File: src/hdl/mexp_pkg.sv
// Shared constants and types of the modular exponentiation pipeline.
package mexp_pkg;

	localparam int MEXP_DEF_WIDTH = 12;

	// Control bits that travel with every transaction down the cell chain.
	typedef struct packed {
		logic valid;
		logic mod_zero;
	} mexp_ctl_t;

endpackage

File: src/hdl/mexp_mul_cell.sv
// One shift-and-add step of a modular product: double, then add the multiplicand on a set bit.
module mexp_mul_cell
	import mexp_pkg::*;
#(
	parameter int WIDTH   = MEXP_DEF_WIDTH,
	parameter int BIT_SEL = 0
) (
	input  logic               clk,
	input  logic               arst_n,
	input  logic               en,
	input  mexp_ctl_t          prev_ctl,
	input  logic [WIDTH-1:0]   prev_a,
	input  logic [WIDTH-1:0]   prev_b,
	input  logic [WIDTH-1:0]   prev_acc,
	input  logic [WIDTH-1:0]   prev_mod,
	input  logic [2*WIDTH-1:0] prev_side,
	output mexp_ctl_t          next_ctl,
	output logic [WIDTH-1:0]   next_a,
	output logic [WIDTH-1:0]   next_b,
	output logic [WIDTH-1:0]   next_acc,
	output logic [WIDTH-1:0]   next_mod,
	output logic [2*WIDTH-1:0] next_side
);

	// (x + y) mod m for x, y < m, without leaving WIDTH bits
	function automatic logic [WIDTH-1:0] add_mod(
		input logic [WIDTH-1:0] x,
		input logic [WIDTH-1:0] y,
		input logic [WIDTH-1:0] m
	);
		logic [WIDTH-1:0] gap;
		gap = m - y;
		return (x >= gap) ? (x - gap) : (x + y);
	endfunction

	logic [WIDTH-1:0] dbl;
	logic [WIDTH-1:0] acc_d;

	assign dbl   = add_mod(prev_acc, prev_acc, prev_mod);
	assign acc_d = prev_b[BIT_SEL] ? add_mod(dbl, prev_a, prev_mod) : dbl;

	always_ff @(posedge clk or negedge arst_n) begin
		if (!arst_n) begin
			next_ctl <= '0;
		end else if (en) begin
			next_ctl <= prev_ctl;
		end
	end

	always_ff @(posedge clk) begin
		if (en) begin
			next_a    <= prev_a;
			next_b    <= prev_b;
			next_acc  <= acc_d;
			next_mod  <= prev_mod;
			next_side <= prev_side;
		end
	end

endmodule

File: config.mk
export PLATFORM = sky130hd
export DESIGN_NAME = mexp_mul_cell
export DESIGN_NICKNAME = d
export VERILOG_FILES = /design/src/hdl/mexp_pkg.sv /design/src/hdl/mexp_mul_cell.sv
export SDC_FILE = /design/constraint.sdc
export NUM_CORES = 1
export LEC_CHECK = 0
export BUFFER_PORTS_ARGS = -buffer_cell sky130_fd_sc_hd__buf_2
export CORE_AREA = 5 5 124 126
export CTS_CLUSTER_DIAMETER = 120
export CTS_CLUSTER_SIZE = 14
export DETAILED_ROUTE_END_ITERATION = 6
export DIE_AREA = 0 0 129 131
export GPL_ROUTABILITY_DRIVEN = 0
export PLACE_DENSITY_LB_ADDON = 0.1
export SLEW_MARGIN = 20
export SYNTH_ARGS = -nofsm -noshare
export SYNTH_HDL_FRONTEND = slang
export SYNTH_SLANG_ARGS = --single-unit
export TNS_END_PERCENT = 1
File: constraint.sdc
create_clock -name clk -period 1 [get_ports clk]
set_input_delay 0.2 -clock clk [delete_from_list [all_inputs] [get_ports clk]]
set_output_delay 0.2 -clock clk [all_outputs]
set_load 0.05 [all_outputs]
==> results of run 1 <==
## through the flow
stage	util, %	hold slack, ns
2_1_floorplan	-	-0.0956
3_3_place_gp	57.5	-0.0140
3_5_place_dp	57.5	-0.0101
4_1_cts	64.3	0.0183
5_1_grt	65.4	0.0160
6_report	65.4	0.0327
## routing by layer
metal	global-route usage [%]	share of wire, %
met1	24.5	44
met2	34.5	49
met3	3.50	5.8
met4	5.81	1.8
met5	0	0
## worst max path at each step
stage	from	to	slack, ns
after CTS	prev_acc[1]	next_acc[6]	-4.37
after global placement	prev_acc[1]	next_acc[6]	-4.74
after floorplan	prev_acc[1]	next_acc[6]	-4.29
final	prev_mod[0]	next_acc[6]	-4.35
after detailed placement	prev_acc[1]	next_acc[6]	-4.91
after global routing	prev_mod[0]	next_acc[3]	-4.69
## flip-flops by register name, summed over array words and instances, names as in the netlist
register	cells
next_mod	12
next_b	12
next_side	24
next_acc	12
next_ctl	2
next_a	12
## where the power goes
group	leakage (nW)	internal [mW]	total, mW	switching [mW]
logic	3.36	6.92	14.4	7.46
clock network	0.137	1.94	3.24	1.31
registers	0.728	4.00	4.20	0.206
## cell type report
type                       count  share of cell area [%]
multi-input combinational    405                    36.4
clock inverter                 6                   0.714
tap                          184                    2.48
timing repair buffer         368                    31.8
sequential                    74                    23.8
clock buffer                  10                    2.47
inverter                      55                    2.29
## worst max-delay path, delay by kind of cell
family,cells,cell delay (ns)
XOR/XNOR,1,0.09
AND/OR/NAND/NOR,7,0.72
AO/OA/AOI/OAI,15,2.69
buffers and inverters,6,0.62
adder cells (fa/ha/maj),4,1.11
## layout by cell type, fill, tap and decap left out, types with 4 or more instances in the layout
cell         n
inv_2        4
o211ai_1     5
xnor2_1     35
nand2b_1    13
nor2_2       6
nor2b_1      5
a21o_1       6
nor2_4       6
or2_2        4
a21oi_2     10
o21ai_0     17
a22o_1       4
nand2_1     27
edfxtp_1    72
nand3_1     11
nor3_1      10
o311ai_2     4
xor2_1      12
o21a_1       8
inv_1       49
ha_1        47
buf_6       78
nor2_1      25
o21ai_1     10
o21ai_2      5
buf_4      209
a21oi_1     34
o21bai_1     5
clkbuf_16    9
buf_2       73
ha_4         4
a31oi_1      7
## cell families after synthesis
family	share of synthesized area (%)
AOI/OAI and AO/OA	21.8
and+or+nand+nor	12.7
DFF	39.8
buffers and inverters	4.07
adders and majority gates	13.5
xor gates and xnor gates	7.40
muxes	0.787
## what timing repair did
item                                    CTS  global route
endpoints found under the setup margin   86            86
buffers inserted                          9             5
gates cloned                              1             0
pin swaps                                41            31
gates resized for setup                 174            35
hold buffers                              1             0
hold endpoints to repair                  2             0
==> reports/results.tsv, run 1 <==
stage	metric	value	unit
route	drt_iter0_drc	189	
timing	setup-tns-final	-58.15	ns
global_routing	grt_pass1_wl	26200	um
timing	setup_viol_count_final	86	
min_path	timing.hold.worst.start	prev_side[9]	
route	detail-route-antenna-nets	0	
floorplan	core_area	14200	um^2
floorplan	fp.dieW	129	um
job	maxCapViolations	0	
cts	htree_levels	3	
timing	drv_slew	0	
timing	slew_headroom	74.0	%
cells_and_area	multi_input_area	3380	um^2
critical_path	worst_r2r_endpoint	next_ctl[0]	
cts	cts_tree	yes	
route	drt-total-wl	16400	um
logic_synthesis	synth_enable_flop_cells	72	
cells_and_area	final_area	9290	um^2
critical_path	end_kind	flop	
route	firstDrtPassIters	6	
pwr	p_leak	4.22	nW
logic_synthesis	synth_top_cell_by_area	edfxtp_1	
cts	clockBufferDepth	2	
logic_synthesis	yosysMostFrequentCell	edfxtp_1	
place	placed_cell_area	8170	um^2
pwr	fin_total_pwr	21.8	mW
logic_synthesis	syn_nets	671	
floorplan	die_y	131	um
cts	cts.sinks	74	
logic_synthesis	synth-seq-cells	74	
min_path	hold_path_class	input port to flop	
global_routing	grt_pass1_vias	5547	
timing	setup_ws	-4.35	ns
route	wl_per_cell	14.9	um
cts	clk_pin_slew	0.06	ns
floorplan	start_util	39.2	%
cts	cts_root_buffer	clkbuf_16	
critical_path	cpMostUsedCell	a21oi_2	
critical_path	crit_arrival	5.44	ns
cells_and_area	n_fill_cell	1159	
logic_synthesis	synth-seq-area-share	39.8	%
critical_path	reg2regPathDepth	1	
run_status	failed_checks	negative setup slack	
min_path	min_to	next_side[9]	
place	place_ws	-4.91	ns
global_routing	grt_max_degree	26	
logic_synthesis	syn-cell-area	5560	um^2
logic_synthesis	ys_async_sr_fraction	2.70	%
floorplan	dieArea	16900	um^2
critical_path	critPathMaxStageDelay	0.41	ns
logic_synthesis	synthCells	539	
critical_path	startpoint_type	input port	
cts	insertion_delay	0.34	ns
min_path	hold_path_depth	1	
critical_path	slowest_stage	fa_2	
global_routing	antenna_found_initial	0	
critical_path	reg2reg_from	next_ctl[0]	
logic_synthesis	synth_area_leaders	edfxtp_1, ha_1, xnor2_1	
global_routing	grt_usage	19.6	%
run_status	outcome	finished, violations left	
cts	numCtsBuffers	9	
critical_path	crit_type	input port to flop	
logic_synthesis	synth.distinct_cells	74	
cells_and_area	diodes	0	
place	dp_cells	1070	
timing	finalCriticalPeriod	5.35	ns
floorplan	placementRows	44	
logic_synthesis	avgSynthCellArea	10.3	um^2
route	via_per_inst	4.87	
timing	period_share	535	%
place	dpl.hpwl	13400	um
pwr	p_per_area	2350	nW/um^2
cells_and_area	syn_to_final_growth	66.9	%
critical_path	r2r_setup_slack	0.22	ns
critical_path	worstPathMaxFanout	5	
timing	rsz0062_at_grt	true	
route	drc	0	
place	portBuffers	150	
logic_synthesis	synthDominantCellAreaShare	38.9	%
timing	final-hold-violation-count	0	
cells_and_area	drive_above_1_share	50.5	%
logic_synthesis	yosys-top-cells-count	edfxtp_1, inv_1, ha_1, a21oi_1, xnor2_1	
critical_path	cp_data_required_time	1.09	ns
logic_synthesis	synth_ff_type	edfxtp_1	
timing	fmax	187	MHz
floorplan	io_pins	151	
timing	worstMarginPinSlew	0.389	ns
global_routing	grt.overflow.total	0	
cells_and_area	nets	1045	
cells_and_area	stdcell_count	1102	
cells_and_area	seqCellArea	2210	um^2
logic_synthesis	yosysWarnings	0	
pwr	ir_worst_vdd	1210	uV
timing	skew	0	ns
route	num_vias	5371	
(Power assumes the default switching activity.)
==> run 2: changes to the inputs <==
--- a/config.mk
+++ b/config.mk
@@ -12,6 +12,7 @@
 export DETAILED_ROUTE_END_ITERATION = 6
 export DIE_AREA = 0 0 129 131
 export GPL_ROUTABILITY_DRIVEN = 0
+export MAX_ROUTING_LAYER = met4
 export PLACE_DENSITY_LB_ADDON = 0.1
 export SLEW_MARGIN = 20
 export SYNTH_ARGS = -nofsm -noshare
==> run 2 against run 1 <==
Clock skew unchanged. Critical path type unchanged. Non-clock buffer count unchanged. Clock-buffer cell count stayed put. Utilization stayed put. Flip-flop and latch count unchanged. First-iteration DRC count decreased by 7.4%. The run still ends with negative setup slack left.
==> reports/results.tsv, run 2 (synthesized netlist as in run 1, its figures left out) <==
stage	metric	value	unit
global_routing	grt_use_met2	34.5	%
global_routing	grt_pass1_wl	26300	um
cells_and_area	largest-register	next_side	
route	drt_iter0_drc	175	
global_routing	grt_usage	20.1	%
place	placed_cell_area	8170	um^2
critical_path	worstPathMaxFanout	5	
critical_path	r2r_setup_slack	0.22	ns
run_status	outcome	finished, violations left	
pwr	ir_worst_vdd	1210	uV
critical_path	end_kind	flop	
critical_path	cpMostUsedCell	a21oi_2	
cts	clockBufferDepth	2	
global_routing	grt.overflow.total	0	
timing	slew_headroom	75.1	%
floorplan	io_pins	151	
cts	insertion_delay	0.34	ns
cts	numCtsBuffers	9	
floorplan	core_area	14200	um^2
cells_and_area	stdcell_count	1102	
critical_path	cp_data_required_time	1.09	ns
cells_and_area	diodes	0	
critical_path	crit_arrival	5.43	ns
cts	clk_pin_slew	0.06	ns
critical_path	startpoint_type	input port	
cells_and_area	syn_to_final_growth	66.9	%
place	dpl.hpwl	13400	um
cts	htree_levels	3	
cts	cts.sinks	74	
timing	rsz0062_at_grt	true	
critical_path	critPathMaxStageDelay	0.40	ns
global_routing	busiest_layer	met2	
timing	finalCriticalPeriod	5.34	ns
global_routing	use_met1	24.5	%
pwr	comb_power_share	65.9	%
floorplan	start_util	39.2	%
job	maxCapViolations	0	
pwr	p_per_area	2350	nW/um^2
pwr	p_leak	4.22	nW
timing	drv_slew	0	
cells_and_area	nets	1045	
pwr	fin_total_pwr	21.8	mW
timing	setup_ws	-4.34	ns
floorplan	dieArea	16900	um^2
pwr	power.share.switching	41.1	%
min_path	hold_path_class	input port to flop	
floorplan	fp.dieW	129	um
critical_path	slowest_stage	fa_2	
pwr	power_frac_clock	14.9	%
cells_and_area	final_common_cell	buf_4	
global_routing	grt_pass1_vias	5547	
global_routing	grtUsageMet3	3.46	%
global_routing	antenna_found_initial	0	
route	firstDrtPassIters	6	
pwr	p_seq_share	19.3	%
timing	final-hold-violation-count	0	
cells_and_area	final_cell_mix	buf_4, buf_6, buf_2	
cts	cts_tree	yes	
cells_and_area	final_area	9290	um^2
timing	setup-tns-final	-58.11	ns
timing	worstMarginPinSlew	0.368	ns
timing	setup_viol_count_final	86	
route	detail-route-antenna-nets	0	
run_status	failed_checks	negative setup slack	
timing	fmax	187	MHz
route	drc	0	
route	via_per_inst	4.86	
cells_and_area	drive_above_1_share	50.5	%
timing	skew	0	ns
pwr	switchingPower	8.97	mW
cts	cts_root_buffer	clkbuf_16	
critical_path	crit_type	input port to flop	
place	portBuffers	150	
timing	period_share	534	%
pwr	p_int	12.9	mW
floorplan	placementRows	44	
place	dp_cells	1070	
route	num_vias	5357	
route	wl_per_cell	14.8	um
route	drt-total-wl	16300	um
floorplan	die_y	131	um
cells_and_area	largest_register_ffs	24	
global_routing	grt_max_degree	26	
==> run 2: metrics by stage <==
| stage | util (%) | setup slack (ns) | hold slack [ns] |
|---|---|---|---|
| after CTS | 64.3 | -4.37 | 0.0183 |
| after detailed placement | 57.5 | -4.91 | -0.0101 |
| final | 65.4 | -4.34 | 0.0317 |
| after floorplan | - | -4.29 | -0.0956 |
| after global placement | 57.5 | -4.74 | -0.0140 |
| after global routing | 65.4 | -4.69 | 0.0160 |
==> run 2: power by group through the flow <==
stage	registers, mW	clock network, mW	logic [mW]
floorplan	5.71	0	6.43
global placement	4.14	0	12.7
detailed placement	4.16	0	12.8
CTS	4.21	3.34	14.0
global route	4.25	3.48	15.5
finish	4.20	3.25	14.4
==> run 2: repair_timing <==
action                                  CTS  global route
resized for setup                       174            35
hold buffers                              1             0
endpoints found under the setup margin   86            86
buffers inserted                          9             5
pin swaps                                41            31
gates cloned                              1             0
endpoints found under the hold margin     2             0
==> run 2: path summary, 6_finish.rpt <==
check	from	endpoint	depth (start not counted)
worst max register to register	next_ctl[0]	next_ctl[0]	1
worst min-delay path	prev_side[9]	next_side[9]	1
min in group asynchronous	arst_n	next_ctl[1]	2
worst max-delay path	prev_mod[0]	next_acc[6]	33
max in group asynchronous	arst_n	next_ctl[0]	2
worst min register to register	next_ctl[1]	next_ctl[1]	1
==> run 2: layout make-up <==
| type | count | area (um^2) |
|---|---|---|
| clock buffer | 10 | 229 |
| clock inverter | 6 | 66.3 |
| fill | 1159 | 4920 |
| inverter | 55 | 213 |
| multi-input combinational | 405 | 3380 |
| sequential | 74 | 2210 |
| tap | 184 | 230 |
| timing repair buffer | 368 | 2960 |
==> run 2: worst max-delay path: cells and delay by family <==
kind | cells | cell delay, ns
fa+ha+maj | 4 | 1.10
simple gates | 7 | 0.73
compound gates | 15 | 2.69
xor+xnor | 1 | 0.09
buf+inv | 6 | 0.62
==> run 2: per-layer routing <==
layer / vias to the layer above / wire length, um / part of all wire [%]
met3: 22 / 914 / 5.6
met5: - / 0 / 0
met4: 0 / 296 / 1.8
met2: 138 / 7960 / 49
li1: 2740 / - / -
met1: 2457 / 7160 / 44
