[src/hdl/mexp_pkg.sv]
// Shared constants and types of the modular exponentiation pipeline.
package mexp_pkg;

	localparam int MEXP_DEF_WIDTH = 12;

	// Control bits that travel with every transaction down the cell chain.
	typedef struct packed {
		logic valid;
		logic mod_zero;
	} mexp_ctl_t;

endpackage

[src/hdl/mexp_rem_cell.sv]
// One restoring-remainder step: reduces the base modulo the modulus one bit per cell.
module mexp_rem_cell
	import mexp_pkg::*;
#(
	parameter int WIDTH   = MEXP_DEF_WIDTH,
	parameter int BIT_SEL = 0
) (
	input  logic             clk,
	input  logic             arst_n,
	input  logic             en,
	input  mexp_ctl_t        prev_ctl,
	input  logic [WIDTH-1:0] prev_rem,
	input  logic [WIDTH-1:0] prev_base,
	input  logic [WIDTH-1:0] prev_expo,
	input  logic [WIDTH-1:0] prev_mod,
	output mexp_ctl_t        next_ctl,
	output logic [WIDTH-1:0] next_rem,
	output logic [WIDTH-1:0] next_base,
	output logic [WIDTH-1:0] next_expo,
	output logic [WIDTH-1:0] next_mod
);

	logic [WIDTH:0]   shifted;
	logic [WIDTH:0]   diff;
	logic [WIDTH-1:0] rem_d;

	// Shift in one base bit, subtract the modulus if it fits
	assign shifted = {prev_rem, prev_base[BIT_SEL]};
	assign diff    = shifted - {1'b0, prev_mod};
	assign rem_d   = (shifted >= {1'b0, prev_mod}) ? diff[WIDTH-1:0] : shifted[WIDTH-1:0];

	always_ff @(posedge clk or negedge arst_n) begin
		if (!arst_n) begin
			next_ctl <= '0;
		end else if (en) begin
			next_ctl <= prev_ctl;
		end
	end

	always_ff @(posedge clk) begin
		if (en) begin
			next_rem  <= rem_d;
			next_base <= prev_base;
			next_expo <= prev_expo;
			next_mod  <= prev_mod;
		end
	end

endmodule

[config.mk]
export PLATFORM = sky130hd
export DESIGN_NAME = mexp_rem_cell
export DESIGN_NICKNAME = d
export VERILOG_FILES = /design/src/hdl/mexp_pkg.sv /design/src/hdl/mexp_rem_cell.sv
export SDC_FILE = /design/constraint.sdc
export NUM_CORES = 1
export LEC_CHECK = 0
export BUFFER_PORTS_ARGS = -buffer_cell sky130_fd_sc_hd__buf_2
export CAP_MARGIN = 20
export CORE_ASPECT_RATIO = 0.7
export CORE_MARGIN = 5
export CORE_UTILIZATION = 41
export CTS_CLUSTER_SIZE = 20
export DETAILED_ROUTE_END_ITERATION = 8
export HOLD_SLACK_MARGIN = 0.15
export PLACE_DENSITY = 0.68
export REMOVE_ABC_BUFFERS = 1
export SETUP_SLACK_MARGIN = 0.02
export SLEW_MARGIN = 20
export SYNTH_ARGS = -nofsm -noshare
export SYNTH_HDL_FRONTEND = slang
export SYNTH_SLANG_ARGS = --single-unit
[constraint.sdc]
create_clock -name clk -period 1.2 [get_ports clk]
set_input_delay 0.12 -clock clk [delete_from_list [all_inputs] [get_ports clk]]
set_output_delay 0.12 -clock clk [all_outputs]
set_load 0.05 [all_outputs]
==> results of run 1 <==
registers in the layout, summed over array words and instances (netlist names):
signal,cells
next_expo,12
next_ctl,2
next_rem,12
next_mod,12
next_base,12
placed cells by master (no fill, tap or decap), types with 4 or more instances in the layout:
| cell | netlist | layout |
|---|---|---|
| mux2_4 | 1 | 9 |
| xnor2_1 | 7 | 6 |
| buf_2 | 1 | 92 |
| inv_1 | 16 | 10 |
| edfxtp_1 | 48 | 48 |
| buf_6 | 0 | 10 |
| buf_4 | 0 | 46 |
| dlygate4sd3_1 | 0 | 49 |
| ha_4 | 0 | 9 |
| inv_4 | 0 | 4 |
| clkbuf_8 | 0 | 6 |
through the flow:
| stage | util [%] | total power [uW] | area [um2] |
|---|---|---|---|
| after floorplan | - | 3140 | 2230 |
| after global placement | 59.1 | 3610 | 3110 |
| after detailed placement | 59.1 | 3630 | 3110 |
| after CTS | 74.4 | 4940 | 3910 |
| after global routing | 78.6 | 5310 | 4130 |
| final | 78.6 | 5080 | 4130 |
critical path, cell delays in order:
cell	delay, ns
buf_8	0.10
inv_4	0.06
ha_4	0.13
inv_2	0.04
fa_2	0.36
a21o_1	0.19
a221oi_2	0.31
buf_4	0.18
o21bai_1	0.07
a21oi_2	0.16
xnor2_1	0.08
mux2_4	0.26
final cells by class:
| cell class | count | area, um2 |
|---|---|---|
| multi-input cells | 75 | 910 |
| clock inverters | 2 | 16.3 |
| flip-flops and latches | 50 | 1490 |
| fillers | 300 | 1120 |
| inverters | 16 | 70.1 |
| clock buffers | 6 | 82.6 |
| well taps | 72 | 90.1 |
| repair buffers | 201 | 1470 |
repair_timing:
| item | 4_1_cts | 5_1_grt |
|---|---|---|
| hold buffers | 47 | 2 |
| endpoints found under the setup margin | 12 | 12 |
| pin swaps | 12 | 13 |
| gates resized for setup | 38 | 31 |
| setup buffers | 10 | 6 |
| hold endpoints to repair | 47 | 2 |
worst paths after layout:
kind                              start            to  cells past startpoint
setup / recovery           prev_base[0]   next_rem[8]                     12
hold / removal             prev_rem[10]  next_rem[11]                      3
setup reg to reg            next_ctl[1]   next_ctl[1]                      1
hold reg to reg             next_ctl[0]   next_ctl[0]                      1
max in group asynchronous        arst_n   next_ctl[1]                      3
min in group asynchronous        arst_n   next_ctl[0]                      3
power by group:
| part | internal [uW] | switching (uW) |
|---|---|---|
| Clock | 475 | 578 |
| Sequential | 2110 | 43.5 |
| Combinational | 778 | 1090 |
layer usage:
layer	up-vias	GRT usage, %	wire (um)
li1	947	-	-
met1	950	23.2	2900
met2	93	31.7	3480
met3	12	5.35	535
met4	0	5.15	113
met5	-	0	0
kinds of logic (layout without fill, tap and decap cells):
logic type	Yosys count	after routing	synth area share [%]
and+or+nand+nor	15	15	3.81
DFF	50	50	66.9
xor gates and xnor gates	9	9	3.53
muxes	14	14	7.12
AOI/OAI and AO/OA	24	24	8.13
buffers and inverters	17	225	2.92
adders and majority gates	13	13	7.63
==> results by group, run 1 <==
Routing
  – DR vias: 2002
  – DR WL/cell: 16.7 um
  – Post-route ant nets: 0
  – Vias/cell: 4.74
  – 1st-pass router iterations: 4
  – # DRC: 0
  – Drt first-iter violations: 44
  – WL final: 7030 um

Global routing
  – Vias in the first global route: 2067
  – Initial antenna violation count: 0
  – First-pass GRT wire length: 10300 um
  – Total track usage: 18.5%
  – Largest net degree at the start of global routing: 26
  – Overflow after GRT: 0

Die
  – Die area: 7040 um2
  – Die H: 71.7 um
  – # IOs: 103
  – Std-Cell Rows: 22
  – Horiz. Die Dim: 98.2 um
  – Initial core utilization: 42.4%
  – Total core area: 5260 um2

Worst setup path
  – Worst-path fanout max: 2
  – Worst EP arrival: 2.05 ns
  – CP Capture Type: flip-flop
  – Nature of the critical path startpoint: input port
  – Crit path required time: 1.27 ns
  – Crit Path Category: input port to flip-flop
  – FF-to-FF setup slack: 0.45 ns

Placement
  – # placed instances: 351
  – DP HPWL: 4030 um
  – Port buffer count: 102
  – Setup WS pre-CTS: -1.26 ns
  – Routability congestion estimate from global placement: 0.831

Job
  – Max-Cap Viols: 0

Timing
  – PnR worst setup slack: -0.789 ns
  – Slew margin rel.: 80.4%
  – Final Cycle Share: 166%
  – Final hold vios: 0
  – Pins Over Slew Limit: 0
  – Fmax: 0.503 GHz
  – Hold slack: 0.223 ns
  – Post-route setup TNS: -6.52 ns
  – Fin crit period: 1.99 ns
  – Worst Tran Pin Value: 0.294 ns
  – Final setup fails: 12
  – Clk_skew: 0 ns
  – RSZ-0062 raised after global routing: yes

CTS
  – Sink Count: 50
  – Clock Path Buffers: 2
  – Clk Latency, worst-skew pair: 0.30 ns
  – Maximum level of the CTS H-tree: 2
  – CTS tree: done
  – CTS clock-pin slew for the worst setup and hold paths: 0.09 ns
  – Root cell of the clock tree: clkbuf_8
  – Cts bufs inserted: 5

Synthesis
  – Flops & latches, synth: 50
  – Synth top area cells: edfxtp_1 (65%), ha_1 (6.7%), mux2_1 (3.5%), xnor2_1 (2.7%), inv_1 (2.7%)
  – Seq/Total Area, Yosys: 66.9%
  – Mean Syn Cell Area: 15.7 um2
  – YS warnings: 0
  – Mapped Cells: 142
  – EDFF count, synth: 48
  – Prevailing post-synth register cell: edfxtp_1
  – Distinct cells, synth: 34
  – Async SR Flop Fraction: 4.00%
  – Post-Syn Area: 2230 um2
  – Synth top area share: 64.6%
  – Most common cell in the netlist: edfxtp_1
  – Synth cell count leaders: edfxtp_1 (48), inv_1 (16), ha_1 (12)
  – Cell taking the most area after synthesis: edfxtp_1

Layout
  – Layout cells sized above 1: 57.7%
  – Final net count: 415
  – Ant diodes: 0
  – Area grow syn2layout: 85.3%
  – Post-Layout Cell Count: 422

Run status
  – Failing checks: setup timing
  – Outcome: complete, but fails checks

Power and ir drop
  – Static leakage: 0.00184 uW
  – Worst VDD drop: 707 uV
  – Power Density: 1230 nW/um2

Worst hold path
  – HP Class: input port to flip-flop
Note: power is estimated with default switching activity, not from simulation.
==> inputs of run 2 (changes only) <==
--- a/config.mk
+++ b/config.mk
@@ -14,6 +14,7 @@
 export DETAILED_ROUTE_END_ITERATION = 8
 export HOLD_SLACK_MARGIN = 0.15
 export PLACE_DENSITY = 0.68
+export RECOVER_POWER = 25
 export REMOVE_ABC_BUFFERS = 1
 export SETUP_SLACK_MARGIN = 0.02
 export SLEW_MARGIN = 20
==> run 2 against run 1 <==
Effect of this change:
- the flow still finishes with violations (setup timing)
- via count grew 0.70%
- design area shrank 0.45%
- routed wire length grew 0.21%
- count of clock-buffer cells in the layout is the same
- global-route usage is the same
- maximum frequency shrank 0.30%
- die area is the same
- setup slack lost 0.0059 ns
- non-clock buffer count is the same
- largest cell class unchanged
- highest routed layer unchanged
==> results by group, run 2 (synthesis gave the netlist of run 1 again) <==
Worst setup path
  – CP max-delay cell: fa_2 (unchanged)
  – Nature of the critical path startpoint: input port (unchanged)
  – Worst EP arrival: 2.06 ns (was 2.05 ns)
  – FF-to-FF setup slack: 0.45 ns (about the same)
  – Max incr delay on CP: 0.36 ns (about the same)
  – CP Capture Type: flip-flop (unchanged)
  – R2R depth: 1 (unchanged)
  – Crit path required time: 1.26 ns (was 1.27 ns)
  – Crit Path Category: input port to flip-flop (unchanged)
  – Worst-path fanout max: 2 (unchanged)
  – Cell Chain, Critical Path: buf_8 -> inv_4 -> ha_4 -> inv_2 -> fa_2 -> a21o_1 -> a221oi_2 -> buf_4 -> o21bai_1 -> a21oi_2 -> xnor2_1 -> mux2_4 (unchanged)

CTS
  – CTS tree: done (unchanged)
  – CTS clock-pin slew for the worst setup and hold paths: 0.09 ns (about the same)
  – Sink Count: 50 (unchanged)
  – Root cell of the clock tree: clkbuf_8 (unchanged)
  – Cts bufs inserted: 5 (unchanged)
  – Maximum level of the CTS H-tree: 2 (unchanged)
  – Clk Latency, worst-skew pair: 0.30 ns (about the same)
  – Clock Path Buffers: 2 (unchanged)

Layout
  – Commonest non-fill, non-tap cells in the layout: buf_2 (92), dlygate4sd3_1 (49), edfxtp_1 (48) (unchanged)
  – Ant diodes: 0 (unchanged)
  – Final Core Density: 78.3% (was 78.6%)
  – Final net count: 415 (unchanged)
  – Area grow syn2layout: 84.5% (was 85.3%)
  – Layout cells sized above 1: 57.4% (was 57.7%)
  – Commonest non-fill, non-tap cell in the layout: buf_2 (unchanged)

Global routing
  – First-pass GRT wire length: 10300 um (unchanged)
  – Largest net degree at the start of global routing: 26 (unchanged)
  – Overflow after GRT: 0 (unchanged)
  – Initial antenna violation count: 0 (unchanged)
  – Total track usage: 18.5% (unchanged)
  – Vias in the first global route: 2067 (unchanged)

Worst hold path
  – HP Class: input port to flip-flop (unchanged)
  – Cell depth of the worst hold path: 3 (unchanged)

Routing
  – Metal2 WL: 3440 um (was 3480 um)
  – 1st-pass router iterations: 4 (unchanged)
  – Vias/cell: 4.78 (was 4.74)
  – Met1 Wirelength: 2910 um (was 2900 um)
  – Drt first-iter violations: 44 (unchanged)
  – Top sig layer: met4 (unchanged)
  – # DRC: 0 (unchanged)
  – Post-route ant nets: 0 (unchanged)
  – WL final: 7050 um (was 7030 um)
  – DR WL met3: 546 um (was 535 um)
  – DR WL/cell: 16.7 um (about the same)
  – DR vias: 2016 (was 2002)

Timing
  – RSZ-0062 raised after global routing: yes (unchanged)
  – Final setup fails: 12 (unchanged)
  – Final hold vios: 0 (unchanged)
  – Fmax: 0.501 GHz (was 0.503 GHz)
  – Worst Tran Pin Value: 0.759 ns (was 0.294 ns)
  – Clk_skew: 0 ns (unchanged)
  – PnR worst setup slack: -0.794 ns (was -0.789 ns)
  – Pins Over Slew Limit: 0 (unchanged)
  – Slew margin rel.: 49.4% (was 80.4%)
  – Final Cycle Share: 166% (about the same)
  – Fin crit period: 1.99 ns (about the same)

Power and ir drop
  – Static leakage: 0.00183 uW (was 0.00184 uW)
  – Worst VDD drop: 709 uV (was 707 uV)
  – Power Density: 1230 nW/um2 (about the same)

Run status
  – Failing checks: setup timing (unchanged)
  – Outcome: complete, but fails checks (unchanged)

Placement
  – DP HPWL: 4030 um (unchanged)
  – Port buffer count: 102 (unchanged)
  – Setup WS pre-CTS: -1.26 ns (unchanged)
  – Routability congestion estimate from global placement: 0.831 (unchanged)

Job
  – Max-Cap Viols: 0 (unchanged)

Die
  – # IOs: 103 (unchanged)
  – Initial core utilization: 42.4% (unchanged)
  – Horiz. Die Dim: 98.2 um (unchanged)
  – Die area: 7040 um2 (unchanged)
  – Total core area: 5260 um2 (unchanged)
  – Die H: 71.7 um (unchanged)
  – Std-Cell Rows: 22 (unchanged)
## run 2: changes by cell type in the layout (fill, tap and decap cells not counted), sizes merged
cell	change
buf	-2
clkbuf	+2
## run 2: path summary, 6_finish.rpt
kind | endpoint | start
worst max register to register | next_ctl[1] | next_ctl[1]
worst min register to register | next_ctl[0] | next_ctl[0]
worst max-delay path | next_rem[8] | prev_base[0]
worst min-delay path | next_rem[11] | prev_rem[10]
max in group asynchronous | next_ctl[1] | arst_n
min in group asynchronous | next_ctl[0] | arst_n
## run 2: timing repair
action / CTS / global route
hold buffers: 47 / 2
endpoints found under the setup margin: 12 / 12
pin swaps: 12 / 13
hold endpoints to repair: 47 / 2
resized for setup: 38 / 31
setup buffers: 10 / 6
## run 2: layout make-up
| class | count | area (um2) |
|---|---|---|
| sequential | 50 | 1490 |
| clock inverter | 2 | 16.3 |
| inverter | 16 | 70.1 |
| multi-input combinational | 75 | 910 |
| clock buffer | 6 | 82.6 |
| timing repair buffer | 201 | 1460 |
| fill | 302 | 1140 |
| tap | 72 | 90.1 |
## run 2: power by group
group	leakage (uW)	internal, uW	switching, uW
Clock	0.0000478	475	577
Combinational	0.00129	771	1090
Sequential	0.000493	2120	43.4
Total	0.00183	3360	1710
## run 2: worst max-delay path: cells and delay by family
family	cells	cell delay, ns
XOR/XNOR	1	0.08
multiplexers	1	0.26
adder cells (fa/ha/maj)	2	0.49
buffers and inverters	4	0.37
AO/OA/AOI/OAI	4	0.73
## run 2: per-stage QoR
step	instances	cell area, um2	total power (uW)	hold slack, ns	TNS, ns
floorplan	141	2230	3140	-0.176	-12.99
global placement	351	3110	3610	-0.0923	-11.96
detailed placement	351	3110	3630	-0.0885	-12.24
CTS	415	3910	4940	0.166	-6.26
global route	422	4120	5300	0.241	-7.31
finish	422	4120	5080	0.224	-6.57
## run 2: routing by layer
metal,up-vias,track usage [%]
met5,-,0
met4,0,5.15
met1,950,23.2
met2,99,31.7
met3,19,5.35
li1,948,-
==> inputs of run 3 (changes only) <==
--- a/config.mk
+++ b/config.mk
@@ -7,7 +7,7 @@
 export LEC_CHECK = 0
 export BUFFER_PORTS_ARGS = -buffer_cell sky130_fd_sc_hd__buf_2
 export CAP_MARGIN = 20
-export CORE_ASPECT_RATIO = 0.7
+export CORE_ASPECT_RATIO = 0.6
 export CORE_MARGIN = 5
 export CORE_UTILIZATION = 41
 export CTS_CLUSTER_SIZE = 20
==> run 3 against run 2 <==
Effect of this change:
- the run still ends with setup timing left
- clock power about the same
- maximum frequency up 4.2%
- clock skew unchanged
- first-iteration DRC count up 100%
- design area down 4.5%
- flip-flop and latch count unchanged
- power down 1.7%
- global-route usage about the same
- count of clock-buffer cells in the layout unchanged
- cell count down 3.6%
- critical endpoint unchanged
- register-to-register slack about the same
- sequential power about the same
==> results by group, run 3 (synthesis gave the netlist of run 1 again) <==
Global routing
  – Total track usage: 18.5% (about the same)
  – Vias in the first global route: 2015 (was 2067)
  – Most used routing layer: met2 (unchanged)
  – Met1 usage: 23.6% (was 23.2%)
  – Met2 Track Usage GR: 32.3% (was 31.7%)
  – Largest net degree at the start of global routing: 26 (unchanged)
  – Initial antenna violation count: 0 (unchanged)
  – Overflow after GRT: 0 (unchanged)
  – First-pass GRT wire length: 10200 um (was 10300 um)
  – Global Route met3 Usage: 5.44% (was 5.35%)

Worst setup path
  – Worst-path fanout max: 2 (unchanged)
  – Max incr delay on CP: 0.35 ns (was 0.36 ns)
  – Crit Path Category: input port to flip-flop (unchanged)
  – FF-to-FF setup slack: 0.45 ns (about the same)
  – Worst r2r dst: next_ctl[0] (was next_ctl[1])
  – Cell Chain, Critical Path: buf_8 -> inv_6 -> ha_4 -> inv_2 -> fa_2 -> a21o_1 -> a221oi_4 -> buf_4 -> o21bai_1 -> a21oi_1 -> xnor2_1 -> mux2_4 (was buf_8 -> inv_4 -> ha_4 -> inv_2 -> fa_2 -> a21o_1 -> a221oi_2 -> buf_4 -> o21bai_1 -> a21oi_2 -> xnor2_1 -> mux2_4)
  – CP max-delay cell: fa_2 (unchanged)
  – CP Capture Type: flip-flop (unchanged)
  – Crit path required time: 1.26 ns (about the same)
  – R2R depth: 1 (unchanged)
  – RR Startpoint: next_ctl[0] (was next_ctl[1])
  – Nature of the critical path startpoint: input port (unchanged)
  – Worst EP arrival: 1.98 ns (was 2.06 ns)

Routing
  – 1st-pass router iterations: 4 (unchanged)
  – # DRC: 0 (unchanged)
  – Drt first-iter violations: 89 (was 44)
  – WL final: 6710 um (was 7050 um)
  – Vias/cell: 4.75 (was 4.78)
  – Post-route ant nets: 0 (unchanged)
  – DR vias: 1933 (was 2016)
  – DR WL/cell: 16.5 um (was 16.7 um)

Layout
  – Layout cells sized above 1: 54.0% (was 57.4%)
  – Commonest non-fill, non-tap cells in the layout: buf_2 (98), dlygate4sd3_1 (48), edfxtp_1 (48) (was buf_2 (92), dlygate4sd3_1 (49), edfxtp_1 (48))
  – Fillers: 350 (was 302)
  – Post-Layout Cell Count: 407 (was 422)
  – Ant diodes: 0 (unchanged)
  – Area grow syn2layout: 76.1% (was 84.5%)
  – Final net count: 406 (was 415)
  – Commonest non-fill, non-tap cell in the layout: buf_2 (unchanged)

Timing
  – RSZ-0062 raised after global routing: yes (unchanged)
  – Post-route setup TNS: -6.72 ns (was -6.57 ns)
  – Final setup fails: 12 (unchanged)
  – PnR worst setup slack: -0.714 ns (was -0.794 ns)
  – Final hold vios: 0 (unchanged)
  – Pins Over Slew Limit: 0 (unchanged)
  – Fmax: 0.523 GHz (was 0.501 GHz)
  – Slew margin rel.: 58.3% (was 49.4%)
  – Final Cycle Share: 159% (was 166%)
  – Worst Tran Pin Value: 0.626 ns (was 0.759 ns)
  – Fin crit period: 1.91 ns (was 1.99 ns)
  – Clk_skew: 0 ns (unchanged)

Worst hold path
  – HP Class: input port to flip-flop (unchanged)
  – Cell depth of the worst hold path: 2 (was 3)
  – Hold path startpoint: prev_rem[0] (was prev_rem[10])
  – WHS Endpoint: next_rem[1] (was next_rem[11])

Job
  – Max-Cap Viols: 0 (unchanged)

Run status
  – Failing checks: setup timing (unchanged)
  – Outcome: complete, but fails checks (unchanged)

CTS
  – Root cell of the clock tree: clkbuf_8 (unchanged)
  – CTS clock-pin slew for the worst setup and hold paths: 0.09 ns (about the same)
  – Clock Path Buffers: 2 (unchanged)
  – Clk Latency, worst-skew pair: 0.30 ns (about the same)
  – Maximum level of the CTS H-tree: 2 (unchanged)
  – CTS tree: done (unchanged)
  – Cts bufs inserted: 5 (unchanged)
  – Sink Count: 50 (unchanged)

Power and ir drop
  – Worst VDD drop: 635 uV (was 709 uV)
  – Static leakage: 0.00176 uW (was 0.00183 uW)
  – Power Density: 1270 nW/um2 (was 1230 nW/um2)
  – Final total power: 4990 uW (was 5080 uW)

Die
  – Initial core utilization: 43.3% (was 42.4%)
  – Horiz. Die Dim: 105 um (was 98.2 um)
  – Total core area: 5150 um2 (was 5260 um2)
  – Die area: 7060 um2 (was 7040 um2)
  – Std-Cell Rows: 20 (was 22)
  – # IOs: 103 (unchanged)
  – Die H: 67.1 um (was 71.7 um)

Placement
  – # placed instances: 342 (was 351)
  – Routability congestion estimate from global placement: 0.778 (was 0.831)
  – Port buffer count: 102 (unchanged)
  – DP HPWL: 4200 um (was 4030 um)
## run 3: changes by cell type in the layout (fill, tap and decap cells not counted), moves of 3 or more
cell and change:
ha_1 +3, buf_4 -11, buf_6 -4, buf_2 +6, inv_4 -4, ha_4 -4, clkbuf_1 +3
## run 3: what timing repair did
item | in CTS | in global routing
hold buffers | 47 | 1
setup endpoints to repair | 12 | 12
pin swaps | 12 | 10
resized for setup | 26 | 21
setup buffers | 7 | 4
endpoints found under the hold margin | 47 | 1
## run 3: cell type report
type / count / area (um2) / area share [%]
multi-input cells: 75 / 862 / 21.9
clock buffers: 6 / 82.6 / 2.10
clock inverters: 2 / 16.3 / 0.414
repair buffers: 192 / 1330 / 33.8
well taps: 66 / 82.6 / 2.10
inverters: 16 / 65.1 / 1.66
flip-flops and latches: 50 / 1490 / 38.0
## run 3: how the worst max path moves through the flow
stage / from / end / slack [ns] / cells past startpoint
2_1_floorplan: prev_mod[1] / next_rem[1] / -1.14 / 8
3_3_place_gp: prev_base[0] / next_rem[10] / -1.24 / 11
3_5_place_dp: prev_base[0] / next_rem[10] / -1.28 / 11
4_1_cts: prev_base[0] / next_rem[8] / -0.76 / 12
5_1_grt: prev_base[0] / next_rem[8] / -0.78 / 12
6_report: prev_base[0] / next_rem[8] / -0.71 / 12
## run 3: where the power goes
part           total (uW)  internal, uW  leakage (uW)  switching (uW)
registers            2160          2120      0.000493            45.1
logic                1770           706       0.00122            1060
clock network        1060           476     0.0000478             585
## run 3: through the flow
stage	hold WS, ns	worst slack, ns	utilization, %	area [um2]
after global placement	-0.0930	-1.24	59.7	3080
after CTS	0.171	-0.764	74.3	3830
after floorplan	-0.176	-1.14	-	2230
after detailed placement	-0.0934	-1.28	59.7	3080
after global routing	0.218	-0.779	76.2	3930
final	0.213	-0.714	76.2	3930
## run 3: worst max-delay path, delay by kind of cell
family                     cells  cell delay (ns)
AOI/OAI and AO/OA              4             0.71
xor gates and xnor gates       1             0.08
muxes                          1             0.25
adders and majority gates      2             0.48
buffers and inverters          4             0.34
## run 3: layer usage
layer / routed length (um) / share of wire [%] / vias up
li1: - / - / 931
met1: 2900 / 43 / 906
met2: 3220 / 48 / 91
met3: 553 / 8.2 / 5
met4: 27 / 0.40 / 0
met5: 0 / 0 / -
